<file path="src/rtl/ffa_pkg.sv">
// ----------------------------------------------------------------------------
// ffa_pkg
// shared types and constants of the first-fit frame allocator
// ----------------------------------------------------------------------------
package ffa_pkg;

   localparam int TABLE_ENTRIES = 64;
   localparam logic [31:0] BASE_RESET = 32'h0040_0000;

   localparam logic [2:0] ST_OK        = 3'd0;
   localparam logic [2:0] ST_ZERO      = 3'd1;
   localparam logic [2:0] ST_FULL      = 3'd2;
   localparam logic [2:0] ST_NOT_FOUND = 3'd3;
   localparam logic [2:0] ST_OVERFLOW  = 3'd4;

   localparam logic OP_ALLOC   = 1'b0;
   localparam logic OP_RELEASE = 1'b1;

   localparam logic [2:0] CMD_NONE    = 3'd0;
   localparam logic [2:0] CMD_CMP     = 3'd1;
   localparam logic [2:0] CMD_RELEASE = 3'd2;
   localparam logic [2:0] CMD_GRANT   = 3'd3;
   localparam logic [2:0] CMD_APPEND  = 3'd4;

   typedef struct packed {
      logic [31:0] start;
      logic [31:0] length;
      logic        busy;
   } frame_type;

   typedef struct packed {
      logic [2:0]  code;
      logic [31:0] size;
      logic [31:0] address;
      logic        split;
      frame_type   split_frame;
      logic [31:0] append_start;
   } cmd_type;

endpackage

</file>
<file path="src/rtl/ffa_cell.sv">
// ----------------------------------------------------------------------------
// ffa_cell
// one table slot: holds a frame, compares it and takes its neighbor's frame
// ----------------------------------------------------------------------------
module ffa_cell import ffa_pkg::*; (
   input  logic      clock,
   input  logic      reset,
   input  cmd_type   cmd,
   input  frame_type prev_frame,
   input  logic      prev_sel,
   input  logic      sel,
   input  logic      after,
   input  logic      app,
   output frame_type frame,
   output logic      fit,
   output logic      match
);

   frame_type frame_ff, frame_in;
   logic      fit_ff, fit_in;
   logic      match_ff, match_in;
   logic      valid;

   assign valid = (frame_ff.start != 32'd0);

   always_comb begin
      frame_in = frame_ff;
      fit_in   = fit_ff;
      match_in = match_ff;
      unique case (cmd.code)
         CMD_CMP: begin
            fit_in   = valid && !frame_ff.busy && (frame_ff.length >= cmd.size);
            match_in = valid && (frame_ff.start == cmd.address);
         end
         CMD_RELEASE: begin
            if (match_ff) frame_in.busy = 1'b0;
         end
         CMD_GRANT: begin
            if (sel) begin
               frame_in.busy = 1'b1;
               if (cmd.split) frame_in.length = cmd.size;
            end else if (after && cmd.split) begin
               frame_in = prev_sel ? cmd.split_frame : prev_frame;
            end
         end
         CMD_APPEND: begin
            if (app) begin
               frame_in.start  = cmd.append_start;
               frame_in.length = cmd.size;
               frame_in.busy   = 1'b1;
            end
         end
         default: begin
         end
      endcase
   end

   always_ff @(posedge clock) begin
      if (reset) begin
         frame_ff <= '0;
         fit_ff   <= 1'b0;
         match_ff <= 1'b0;
      end else begin
         frame_ff <= frame_in;
         fit_ff   <= fit_in;
         match_ff <= match_in;
      end
   end

   assign frame = frame_ff;
   assign fit   = fit_ff;
   assign match = match_ff;

endmodule

</file>
<file path="config.mk">
export PLATFORM = sky130hd
export DESIGN_NAME = ffa_cell
export DESIGN_NICKNAME = d
export VERILOG_FILES = /design/src/rtl/ffa_pkg.sv /design/src/rtl/ffa_cell.sv
export SDC_FILE = /design/constraint.sdc
export NUM_CORES = 1
export LEC_CHECK = 0
export BUFFER_PORTS_ARGS = -buffer_cell sky130_fd_sc_hd__buf_4
export CORE_AREA = 2 2 117 119
export DETAILED_ROUTE_END_ITERATION = 10
export DIE_AREA = 0 0 119 121
export PLACE_DENSITY = 0.71
export SLEW_MARGIN = 15
export SYNTH_ARGS = -nofsm -noshare
export SYNTH_HDL_FRONTEND = slang
export SYNTH_SLANG_ARGS = --single-unit
</file>
<file path="constraint.sdc">
create_clock -name clock -period 2.45 [get_ports clock]
set_input_delay 0.1225 -clock clock [delete_from_list [all_inputs] [get_ports clock]]
set_output_delay 0.1225 -clock clock [all_outputs]
set_load 0.01 [all_outputs]
</file>
==> flow_metrics.env, run 1 <==
export IMPL_fin_cells=1073
export IMPL_place_congestion=0.8428
export IMPL_dieHeight_um=121
export IMPL_start_util=0.3679
export IMPL_synth_cell_types=36
export IMPL_r2r_start="frame[1]$_SDFFE_PP0P_"
export IMPL_path_cells="inv_1 > ha_1 > nand2b_1 > a2111oi_0 > nor4b_1 > o31ai_1 > a21oi_1"
export IMPL_ff2ff_setup_slack_ns=0.71
export IMPL_skew_ns=0.003349
export IMPL_met3_usage=0.08318
export IMPL_synthTopCellsByArea="dfxtp_1 28%, mux2i_1 14%, ha_1 8.3%"
export IMPL_numClockSinks=67
export IMPL_ant_nets=0
export IMPL_crit_type="reg2reg"
export IMPL_slew_viol_final=0
export IMPL_hold_path_class="in2reg"
export IMPL_crit_path_top_delay_cell="a2111oi_0"
export IMPL_dp_cells=1059
export IMPL_grt_pass1_wl_mm=27.42
export IMPL_p_leak_nw=3.783
export IMPL_grt_pass1_vias=5264
export IMPL_tns_ns=0
export IMPL_drive_gt1_frac=0.3631
export IMPL_synth_warnings=0
export IMPL_setup_viol=0
export IMPL_critical_path_cell_count=7
export IMPL_wl_per_cell_um=16.84
export IMPL_grt_setup_unrepaired="no"
export IMPL_holdBufCountCts=0
export IMPL_cts_made_buffers=9
export IMPL_grt_met1_usage=0.2786
export IMPL_timing_fmax_ghz=0.5754
export IMPL_syn_area_per_cell_sq_um=7.841
export IMPL_power_density_mw_per_mm2=422.0
export IMPL_yosysMostFrequentCell="a21oi_1"
export IMPL_grt_ovfl_total=0
export IMPL_dp_hpwl_mm=14.35
export IMPL_drv_cap=0
export IMPL_antenna_found_initial=1
export IMPL_arrival_ns=1.95
export IMPL_grt_busiest_layer="met2"
export IMPL_syn_num_nets=882
export IMPL_status="completed"
export IMPL_path_buf_inv=1
export IMPL_h_tree_depth=3
export IMPL_netlist_instances=614
export IMPL_start_kind="flip-flop"
export IMPL_io_pins=303
export IMPL_drt_initial_drc_count=375
export IMPL_dieArea_sq_mm=0.01440
export IMPL_ctsResizeCount=0
export IMPL_vias=5475
export IMPL_synth_top_area_cell="dfxtp_1"
export IMPL_reg2reg_depth=7
export IMPL_use_met2=0.4332
export IMPL_finalHoldViolCount=0
export IMPL_synthArstFlopShare=0
export IMPL_grt_max_degree=66
export IMPL_yosys_most_used_dff="dfxtp_1"
export IMPL_fin_util=0.5711
export IMPL_synth_commonest_cells="77 x a21oi_1, 73 x nand2_1, 69 x nor2_1"
export IMPL_hold_end="frame[12]$_SDFFE_PP0P_"
export IMPL_via_per_inst=5.103
export IMPL_critPathTopFamily="compound AO/OA/AOI/OAI gates"
export IMPL_required_ns=2.66
export IMPL_portBuffers=302
export IMPL_final_nets=1162
export IMPL_die_x_um=119
export IMPL_min_from="cmd[141]"
export IMPL_final_period_utilization=0.7093
export IMPL_vdd_drop_max_mv=0.2935
export IMPL_routed_wl_mm=18.07
export IMPL_area_delta_synth_final_pct=55.22
export IMPL_cts_root_buf="clkbuf_16"
export IMPL_worst_setup_path_end_kind="flip-flop"
export IMPL_insertion_delay_ns=0.33
export IMPL_rows=42
export IMPL_synth_top_area_frac=0.2786
export IMPL_ys_ff_latch=67
export IMPL_tritoncts="done"
export IMPL_worstPathMaxFanout=3
export IMPL_cts_setup_buffers=0
export IMPL_synth_edf_count=0
export IMPL_netlist_area_sq_mm=0.004815
export IMPL_timing_hold_ws_ns=0.1288
export IMPL_drt_pass1_iter_count=4
export IMPL_clk_pin_slew_worst_paths_ns=0.05
export IMPL_period_minus_slack_ns=1.738
export IMPL_core_area_sq_mm=0.01309
export IMPL_r2r_end="fit$_SDFFE_PP0N_"
export IMPL_holdPathStages=3
export IMPL_worstMarginPinSlew_ns=0.6356
export IMPL_slew_headroom=0.5763
export IMPL_clock_path_buffers=2
export IMPL_seq_area_frac_synth=0.2786
export IMPL_drc=0
export IMPL_track_usage=0.2443
export IMPL_cpPeakStageDelay_ns=0.39
-- cell families (layout without fill, tap and decap cells) --
logic type | count (synthesis) | in the layout | share of synthesized area
and+or+nand+nor | 179 | 179 | 0.1614
AOI/OAI and AO/OA | 165 | 165 | 0.2162
buffers and inverters | 74 | 355 | 0.06731
DFF | 67 | 67 | 0.2786
muxes | 65 | 65 | 0.1351
adders and majority gates | 32 | 32 | 0.08316
xor gates and xnor gates | 32 | 32 | 0.05821
other | 0 | 2 | 0
-- registers in the layout, indices dropped and copies added (netlist names) --
register / flops
match: 1
fit: 1
frame: 65
-- report_power, final --
part           switching [W]  internal [W]
Combinational       0.000361      0.000456
Sequential         0.0000445       0.00113
Clock               0.000444      0.000717
Total               0.000849       0.00230
-- cell usage in the layout, fill, tap and decap left out, types with 2 or more instances in the layout --
| master | count |
|---|---|
| buf_4 | 307 |
| a21oi_1 | 77 |
| nand2_1 | 73 |
| nor2_1 | 69 |
| dfxtp_1 | 67 |
| mux2i_1 | 65 |
| inv_1 | 33 |
| a211oi_1 | 33 |
| o211ai_1 | 32 |
| xor2_1 | 32 |
| ha_1 | 32 |
| nor4_1 | 16 |
| nand4_1 | 10 |
| clkbuf_16 | 9 |
| o21ai_0 | 6 |
| a21o_1 | 4 |
| buf_12 | 3 |
| diode_2 | 2 |
| o21a_1 | 2 |
| nand3_1 | 2 |
| a221oi_1 | 2 |
| o31ai_1 | 2 |
| clkbuf_8 | 2 |
-- cell type report --
class	instances	area, sq um
diodes	2	5.005
clock buffers	12	256.5
fillers	1246	5612
inverters	33	123.9
multi-input cells	473	3162
flip-flops and latches	67	1341
well taps	176	220.2
repair buffers	310	2365
-- worst max path at each step --
| stage | from | to | slack (ns) |
|---|---|---|---|
| floorplan | frame[1]$_SDFFE_PP0P_ | fit$_SDFFE_PP0N_ | 0.79 |
| global placement | frame[1]$_SDFFE_PP0P_ | fit$_SDFFE_PP0N_ | 0.76 |
| detailed placement | frame[1]$_SDFFE_PP0P_ | fit$_SDFFE_PP0N_ | 0.69 |
| CTS | frame[1]$_SDFFE_PP0P_ | fit$_SDFFE_PP0N_ | 0.70 |
| global route | frame[1]$_SDFFE_PP0P_ | fit$_SDFFE_PP0N_ | 0.56 |
| finish | frame[1]$_SDFFE_PP0P_ | fit$_SDFFE_PP0N_ | 0.71 |
-- tightest hold or removal path: cells and delay by family --
kind | cells | cell delay (ns)
buffers and inverters | 1 | 0.08
AOI/OAI and AO/OA | 2 | 0.21
-- per-stage QoR --
step	setup WS (ns)	power, W	area (sq um)
floorplan	0.7926	0.001553	4815
global placement	0.7586	0.002007	7212
detailed placement	0.6934	0.002016	7212
CTS	0.6992	0.003189	7468
global route	0.5570	0.003305	7468
finish	0.7122	0.003154	7473
-- routing by layer --
layer,up-vias,wire [um]
li1,2756,-
met1,2480,7276
met2,208,9003
met3,29,1445
met4,2,330
met5,-,11
(Power assumes the default switching activity.)
==> run 2, diff against run 1 <==
--- a/config.mk
+++ b/config.mk
@@ -6,10 +6,10 @@
 export NUM_CORES = 1
 export LEC_CHECK = 0
 export BUFFER_PORTS_ARGS = -buffer_cell sky130_fd_sc_hd__buf_4
-export CORE_AREA = 2 2 117 119
+export CORE_AREA = 2 2 118 120
 export DETAILED_ROUTE_END_ITERATION = 10
-export DIE_AREA = 0 0 119 121
-export PLACE_DENSITY = 0.71
+export DIE_AREA = 0 0 120 122
+export PLACE_DENSITY = 0.7
 export SLEW_MARGIN = 15
 export SYNTH_ARGS = -nofsm -noshare
 export SYNTH_HDL_FRONTEND = slang
==> constraint.sdc (replaced) <==
create_clock -name clock -period 1.7 [get_ports clock]
set_input_delay 0.085 -clock clock [delete_from_list [all_inputs] [get_ports clock]]
set_output_delay 0.085 -clock clock [all_outputs]
set_load 0.01 [all_outputs]
==> flow_metrics.env, run 2 (same netlist as run 1, synthesis figures left out) <==
export IMPL_grt_setup_unrepaired="yes"
export IMPL_skew_ns=0.003729
export IMPL_core_area_sq_mm=0.01350
export IMPL_vdd_drop_max_mv=0.4352
export IMPL_drt_initial_drc_count=360
export IMPL_place_area_sq_mm=0.007447
export IMPL_r2r_start="frame[32]$_SDFFE_PP0P_"
export IMPL_min_from="reset"
export IMPL_fin_area_sq_mm=0.007834
export IMPL_drv_cap=0
export IMPL_area_delta_synth_final_pct=62.71
export IMPL_worstMarginPinSlew_ns=0.4182
export IMPL_endpoint="fit$_SDFFE_PP0N_"
export IMPL_multi_input_area_sq_mm=0.003247
export IMPL_power_density_mw_per_mm2=613.1
export IMPL_worst_slack_ns=-0.03899
export IMPL_vias=5597
export IMPL_swShare=0.2787
export IMPL_numClockSinks=67
export IMPL_ff2ff_setup_slack_ns=-0.04
export IMPL_track_usage=0.2422
export IMPL_dieHeight_um=122
export IMPL_portBuffers=302
export IMPL_die_x_um=120
export IMPL_power_internal_w=0.003464
export IMPL_drt_pass1_iter_count=4
export IMPL_dp_cells=1087
export IMPL_insertion_delay_ns=0.33
export IMPL_cts_made_buffers=9
export IMPL_slew_headroom=0.7212
export IMPL_worstPathMaxFanout=3
export IMPL_rows=43
export IMPL_grt_pass1_wl_mm=27.58
export IMPL_grt_ovfl_total=0
export IMPL_dp_hpwl_mm=14.59
export IMPL_finalHoldViolCount=0
export IMPL_drc=0
export IMPL_crit_type="reg2reg"
export IMPL_largest_register_ff_count=65
export IMPL_clk_pin_slew_worst_paths_ns=0.06
export IMPL_clock_path_buffers=2
export IMPL_required_ns=1.97
export IMPL_violations="negative setup slack"
export IMPL_fin_util=0.5801
export IMPL_place_congestion=0.8635
export IMPL_hold_path_class="in2reg"
export IMPL_clkPwrFrac=0.389
export IMPL_cts_setup_buffers=0
export IMPL_via_per_inst=5.070
export IMPL_h_tree_depth=3
export IMPL_sequential_cell_area_sq_mm=0.001346
export IMPL_io_pins=303
export IMPL_status="complete, but fails checks"
export IMPL_startpoint="frame[32]$_SDFFE_PP0P_"
export IMPL_pwr_share_comb=0.261
export IMPL_antenna_found_initial=0
export IMPL_drive_gt1_frac=0.3976
export IMPL_routed_wl_mm=18.37
export IMPL_grt_pass1_vias=5403
export IMPL_final_period_utilization=1.023
export IMPL_start_kind="flip-flop"
export IMPL_final_nets=1186
export IMPL_r2r_end="fit$_SDFFE_PP0N_"
export IMPL_slew_viol_final=0
export IMPL_cts_root_buf="clkbuf_16"
export IMPL_p_seq_frac=0.351
export IMPL_nFillCells=1308
export IMPL_p_leak_nw=3.943
export IMPL_grt_max_degree=66
export IMPL_ant_nets=0
export IMPL_start_util=0.3565
export IMPL_setup_viol=1
export IMPL_dieArea_sq_mm=0.01464
export IMPL_tritoncts="done"
export IMPL_wl_per_cell_um=16.64
export IMPL_fin_cells=1104
export IMPL_final_cell_mix="327 x buf_4, 76 x a21oi_1, 73 x nand2_1, 68 x nor2_1, 65 x mux2i_1"
export IMPL_worst_setup_path_end_kind="flip-flop"
export IMPL_timing_fmax_ghz=0.5750
export IMPL_reg2reg_depth=5
export IMPL_power_switching_w=0.001338
export IMPL_layout_commonest_cell="buf_4"
export IMPL_arrival_ns=2.01
export IMPL_period_minus_slack_ns=1.739
## run 2: changes by cell type in the layout (fill, tap and decap cells not counted), moves of 2 or more
cell	previous run	this run
buf_4	307	327
buf_12	3	7
dfxtp_1	67	63
dfxtp_2	0	4
ha_1	32	28
ha_4	0	4
clkinv_2	0	3
clkbuf_8	2	0
clkinvlp_4	0	2
## run 2: power groups by stage
| stage | Combinational, W | Clock, W | Sequential [W] |
|---|---|---|---|
| final | 0.00125 | 0.00187 | 0.00168 |
| after global routing | 0.00137 | 0.00198 | 0.00169 |
| after CTS | 0.00125 | 0.00191 | 0.00168 |
| after detailed placement | 0.00124 | 0 | 0.00171 |
| after global placement | 0.00123 | 0 | 0.00171 |
| after floorplan | 0.000503 | 0 | 0.00173 |
## run 2: metrics by stage
| stage | setup slack (ns) | setup TNS (ns) | power (W) | hold slack [ns] |
|---|---|---|---|---|
| floorplan | 0.04260 | 0 | 0.002237 | 0.2717 |
| global placement | 0.02029 | 0 | 0.002941 | 0.3988 |
| detailed placement | -0.04013 | -0.04013 | 0.002952 | 0.4021 |
| CTS | -0.01679 | -0.01679 | 0.004838 | 0.04025 |
| global route | -0.09299 | -0.09299 | 0.005039 | 0.06104 |
| finish | -0.03899 | -0.03899 | 0.004803 | 0.05092 |
## run 2: worst min path at each step
stage	end	slack (ns)	depth (start not counted)
2_1_floorplan	match$_SDFFE_PP0N_	0.27	3
3_3_place_gp	frame[29]$_SDFFE_PP0P_	0.40	2
3_5_place_dp	frame[30]$_SDFFE_PP0P_	0.40	2
4_1_cts	frame[32]$_SDFFE_PP0P_	0.04	2
5_1_grt	frame[30]$_SDFFE_PP0P_	0.06	2
6_report	frame[32]$_SDFFE_PP0P_	0.05	2
## run 2: repair_timing
item	4_1_cts	5_1_grt
hold buffers	0	0
resized for setup	6	9
endpoints found under the setup margin	1	1
pin swaps	5	5
## run 2: worst max-delay path, stage by stage (launching register included)
cell	delay (ns)
dfxtp_2	0.34
ha_4	0.26
nand4_1	0.11
or4_4	0.55
o221a_1	0.28
a21oi_2	0.12
## run 2: area by class of cell
type	instances	area share
multi-input cells	473	0.4145
repair buffers	334	0.3313
flip-flops and latches	67	0.1719
clock buffers	9	0.02875
well taps	180	0.02875
inverters	33	0.01581
clock inverters	7	0.008785
diodes	1	0.0003194
## run 2: per-layer routing
layer / global-route usage / routed length (um)
met4: 0.09338 / 431
met2: 0.4290 / 9218
met5: 0 / 0
met3: 0.06461 / 1467
met1: 0.2780 / 7249
==> run 3, diff against run 2 <==
--- a/config.mk
+++ b/config.mk
@@ -5,11 +5,11 @@
 export SDC_FILE = /design/constraint.sdc
 export NUM_CORES = 1
 export LEC_CHECK = 0
+export ABC_AREA = 1
 export BUFFER_PORTS_ARGS = -buffer_cell sky130_fd_sc_hd__buf_4
-export CORE_AREA = 2 2 118 120
+export CORE_MARGIN = 2
+export CORE_UTILIZATION = 30
 export DETAILED_ROUTE_END_ITERATION = 10
-export DIE_AREA = 0 0 120 122
-export PLACE_DENSITY = 0.7
 export SLEW_MARGIN = 15
 export SYNTH_ARGS = -nofsm -noshare
 export SYNTH_HDL_FRONTEND = slang
==> flow_metrics.env, run 3 <==
export IMPL_worstMarginPinSlew_ns=0.7175
export IMPL_drt_initial_drc_count=181
export IMPL_crit_path_top_delay_cell="dfxtp_1"
export IMPL_final_period_utilization=0.8698
export IMPL_ant_nets=0
export IMPL_dp_cells=1252
export IMPL_rows=47
export IMPL_area_delta_synth_final_pct=56.48
export IMPL_period_minus_slack_ns=1.479
export IMPL_routedLengthMet1_mm=7.823
export IMPL_via_per_inst=4.555
export IMPL_drv_cap=0
export IMPL_worstPathMaxFanout=3
export IMPL_critPathTopFamily="simple AND/OR/NAND/NOR gates"
export IMPL_grt_max_degree=59
export IMPL_insertion_delay_ns=0.34
export IMPL_antenna_found_initial=0
export IMPL_grt_ovfl_total=0
export IMPL_worst_setup_path_end_kind="flip-flop"
export IMPL_synth_cell_types=32
export IMPL_drt_pass1_iter_count=4
export IMPL_seq_area_frac_synth=0.2601
export IMPL_clkPwrFrac=0.371
export IMPL_fin_cells=1269
export IMPL_drc=0
export IMPL_pwr_share_comb=0.304
export IMPL_synth_commonest_cells="128 x nand2_1, 82 x nor2_1, 81 x inv_1"
export IMPL_power_switching_w=0.001649
export IMPL_dp_hpwl_mm=14.64
export IMPL_drive_gt1_frac=0.3422
export IMPL_dieArea_sq_mm=0.01826
export IMPL_syn_area_per_cell_sq_um=6.877
export IMPL_required_ns=1.99
export IMPL_cpPeakStageDelay_ns=0.33
export IMPL_p_seq_frac=0.325
export IMPL_final_cell_mix="314 x buf_4, 128 x nand2_1, 80 x inv_1, 77 x nor2_1, 74 x o21ai_0"
export IMPL_netlist_area_sq_mm=0.005157
export IMPL_synth_top_area_cell="dfxtp_1"
export IMPL_synthArstFlopShare=0
export IMPL_largest_register_ff_count=65
export IMPL_startpoint="frame[24]$_SDFFE_PP0P_"
export IMPL_io_pins=303
export IMPL_slew_viol_final=0
export IMPL_crit_top_cell="nand2_1"
export IMPL_grt_pass1_wl_mm=27.57
export IMPL_h_tree_depth=3
export IMPL_antenna_diode_count=0
export IMPL_start_util=0.3088
export IMPL_portBuffers=302
export IMPL_numClockSinks=67
export IMPL_clk_pin_slew_worst_paths_ns=0.06
export IMPL_slew_headroom=0.5194
export IMPL_vias=5780
export IMPL_arrival_ns=1.76
export IMPL_routed_wl_mm=17.89
export IMPL_vdd_drop_max_mv=0.4733
export IMPL_synthTopCellsByArea="dfxtp_1 26%, mux2i_1 12%, nand2_1 9.3%"
export IMPL_yosysMostFrequentCell="nand2_1"
export IMPL_crit_type="reg2reg"
export IMPL_cts_made_buffers=9
export IMPL_cts_root_buf="clkbuf_16"
export IMPL_tritoncts="done"
export IMPL_finalHoldViolCount=0
export IMPL_p_leak_nw=4.108
export IMPL_final_nets=1312
export IMPL_wl_per_cell_um=14.10
export IMPL_path_buf_inv=0
export IMPL_status="completed"
export IMPL_synth_edf_count=0
export IMPL_swShare=0.2991
export IMPL_power_internal_w=0.003863
export IMPL_setup_viol=0
export IMPL_yosys_most_used_dff="dfxtp_1"
export IMPL_clock_path_buffers=2
export IMPL_wl_met2_mm=8.728
export IMPL_netlist_instances=750
export IMPL_grt_setup_unrepaired="no"
export IMPL_path_cells="ha_1 > nand2_1 > nor2_2 > nand4_1 > nor2_2 > nand2_1 > nand2_1 > nand2_1 > a21oi_2"
export IMPL_track_usage=0.1932
export IMPL_hold_path_class="in2reg"
export IMPL_r2r_start="frame[24]$_SDFFE_PP0P_"
export IMPL_wl_met3_mm=1.017
export IMPL_ys_ff_latch=67
export IMPL_skew_ns=0.004730
export IMPL_core_area_sq_mm=0.01670
export IMPL_min_from="cmd[152]"
export IMPL_dieHeight_um=135.1
export IMPL_syn_num_nets=1018
export IMPL_start_kind="flip-flop"
export IMPL_tns_ns=0
export IMPL_topRoutingLayerUsed="met4"
export IMPL_synth_top_area_frac=0.2601
export IMPL_synth_warnings=0
export IMPL_power_density_mw_per_mm2=683.1
export IMPL_die_x_um=135.1
export IMPL_timing_fmax_ghz=0.6763
export IMPL_layout_commonest_cell="buf_4"
export IMPL_grt_pass1_vias=5481
export IMPL_place_congestion=0.7969
[run 3: cell count changes after synthesis, moves of 13 or more]
cell / change
o211ai_1: -32
xor2_1: -21
a211oi_1: -33
o21ai_0: +68
nor4_1: -16
nand2_1: +55
o21ai_1: +58
a21oi_1: -29
nor2_1: +13
xnor2_1: +13
inv_1: +48
[run 3: path summary, 6_finish.rpt]
path / endpoint / slack (ns) / cells past startpoint
setup / recovery: fit$_SDFFE_PP0N_ / 0.22 / 9
hold / removal: frame[23]$_SDFFE_PP0P_ / 0.1 / 5
setup reg to reg: fit$_SDFFE_PP0N_ / 0.22 / 9
hold reg to reg: frame[1]$_SDFFE_PP0P_ / 0.48 / 2
[run 3: cell families (layout without fill, tap and decap cells)]
kind of cell | after synthesis | after routing | share of synthesized area
adder cells (fa/ha/maj) | 32 | 32 | 0.07763
XOR/XNOR | 24 | 24 | 0.04076
AND/OR/NAND/NOR | 242 | 242 | 0.1929
buffers and inverters | 127 | 426 | 0.1084
AO/OA/AOI/OAI | 193 | 193 | 0.1938
multiplexers | 65 | 65 | 0.1264
flip-flops | 67 | 67 | 0.2601
[run 3: tightest hold or removal path, delay by kind of cell]
kind	cells	cell delay (ns)
buffers and inverters	1	0.08
AND/OR/NAND/NOR	2	0.11
AO/OA/AOI/OAI	2	0.13
[run 3: power groups by stage]
stage	Sequential (W)	Combinational [W]	Clock, W
2_1_floorplan	0.00186	0.000775	0
3_3_place_gp	0.00183	0.00167	0
3_5_place_dp	0.00183	0.00168	0
4_1_cts	0.00179	0.00169	0.00210
5_1_grt	0.00181	0.00187	0.00217
6_report	0.00179	0.00167	0.00205
[run 3: final cells by class]
class / count / area [sq um]
Sequential cell: 67 / 1341
Multi-Input combinational cell: 556 / 3282
Inverter: 87 / 326.6
Tap cell: 220 / 275.3
Timing Repair Buffer: 323 / 2527
Clock inverter: 7 / 92.59
Clock buffer: 9 / 225.2
Fill cell: 1766 / 8631
[run 3: timing repair]
item,in CTS,in global routing
hold endpoints to repair,2,0
buffers inserted,0,0
hold buffers,1,0
resized for setup,0,6
setup endpoints to repair,0,1
[run 3: per-layer routing]
metal  track usage  vias up
met5             0        -
met4       0.05961        0
met1        0.2422     2541
met2        0.3353      155
met3       0.03679       20
li1              -     3064
[run 3: through the flow]
stage            util  hold WS (ns)  area, sq um  total power (W)  setup WS [ns]
2_1_floorplan       -        0.1541         5157         0.002635         0.3526
3_3_place_gp   0.4626        0.2889         7726         0.003500         0.1684
3_5_place_dp   0.4626        0.2839         7726         0.003510         0.1343
4_1_cts        0.4822       0.08327         8054         0.005587         0.1364
5_1_grt        0.4832        0.1083         8070         0.005849       0.009369
6_report       0.4832       0.09655         8070         0.005512         0.2214
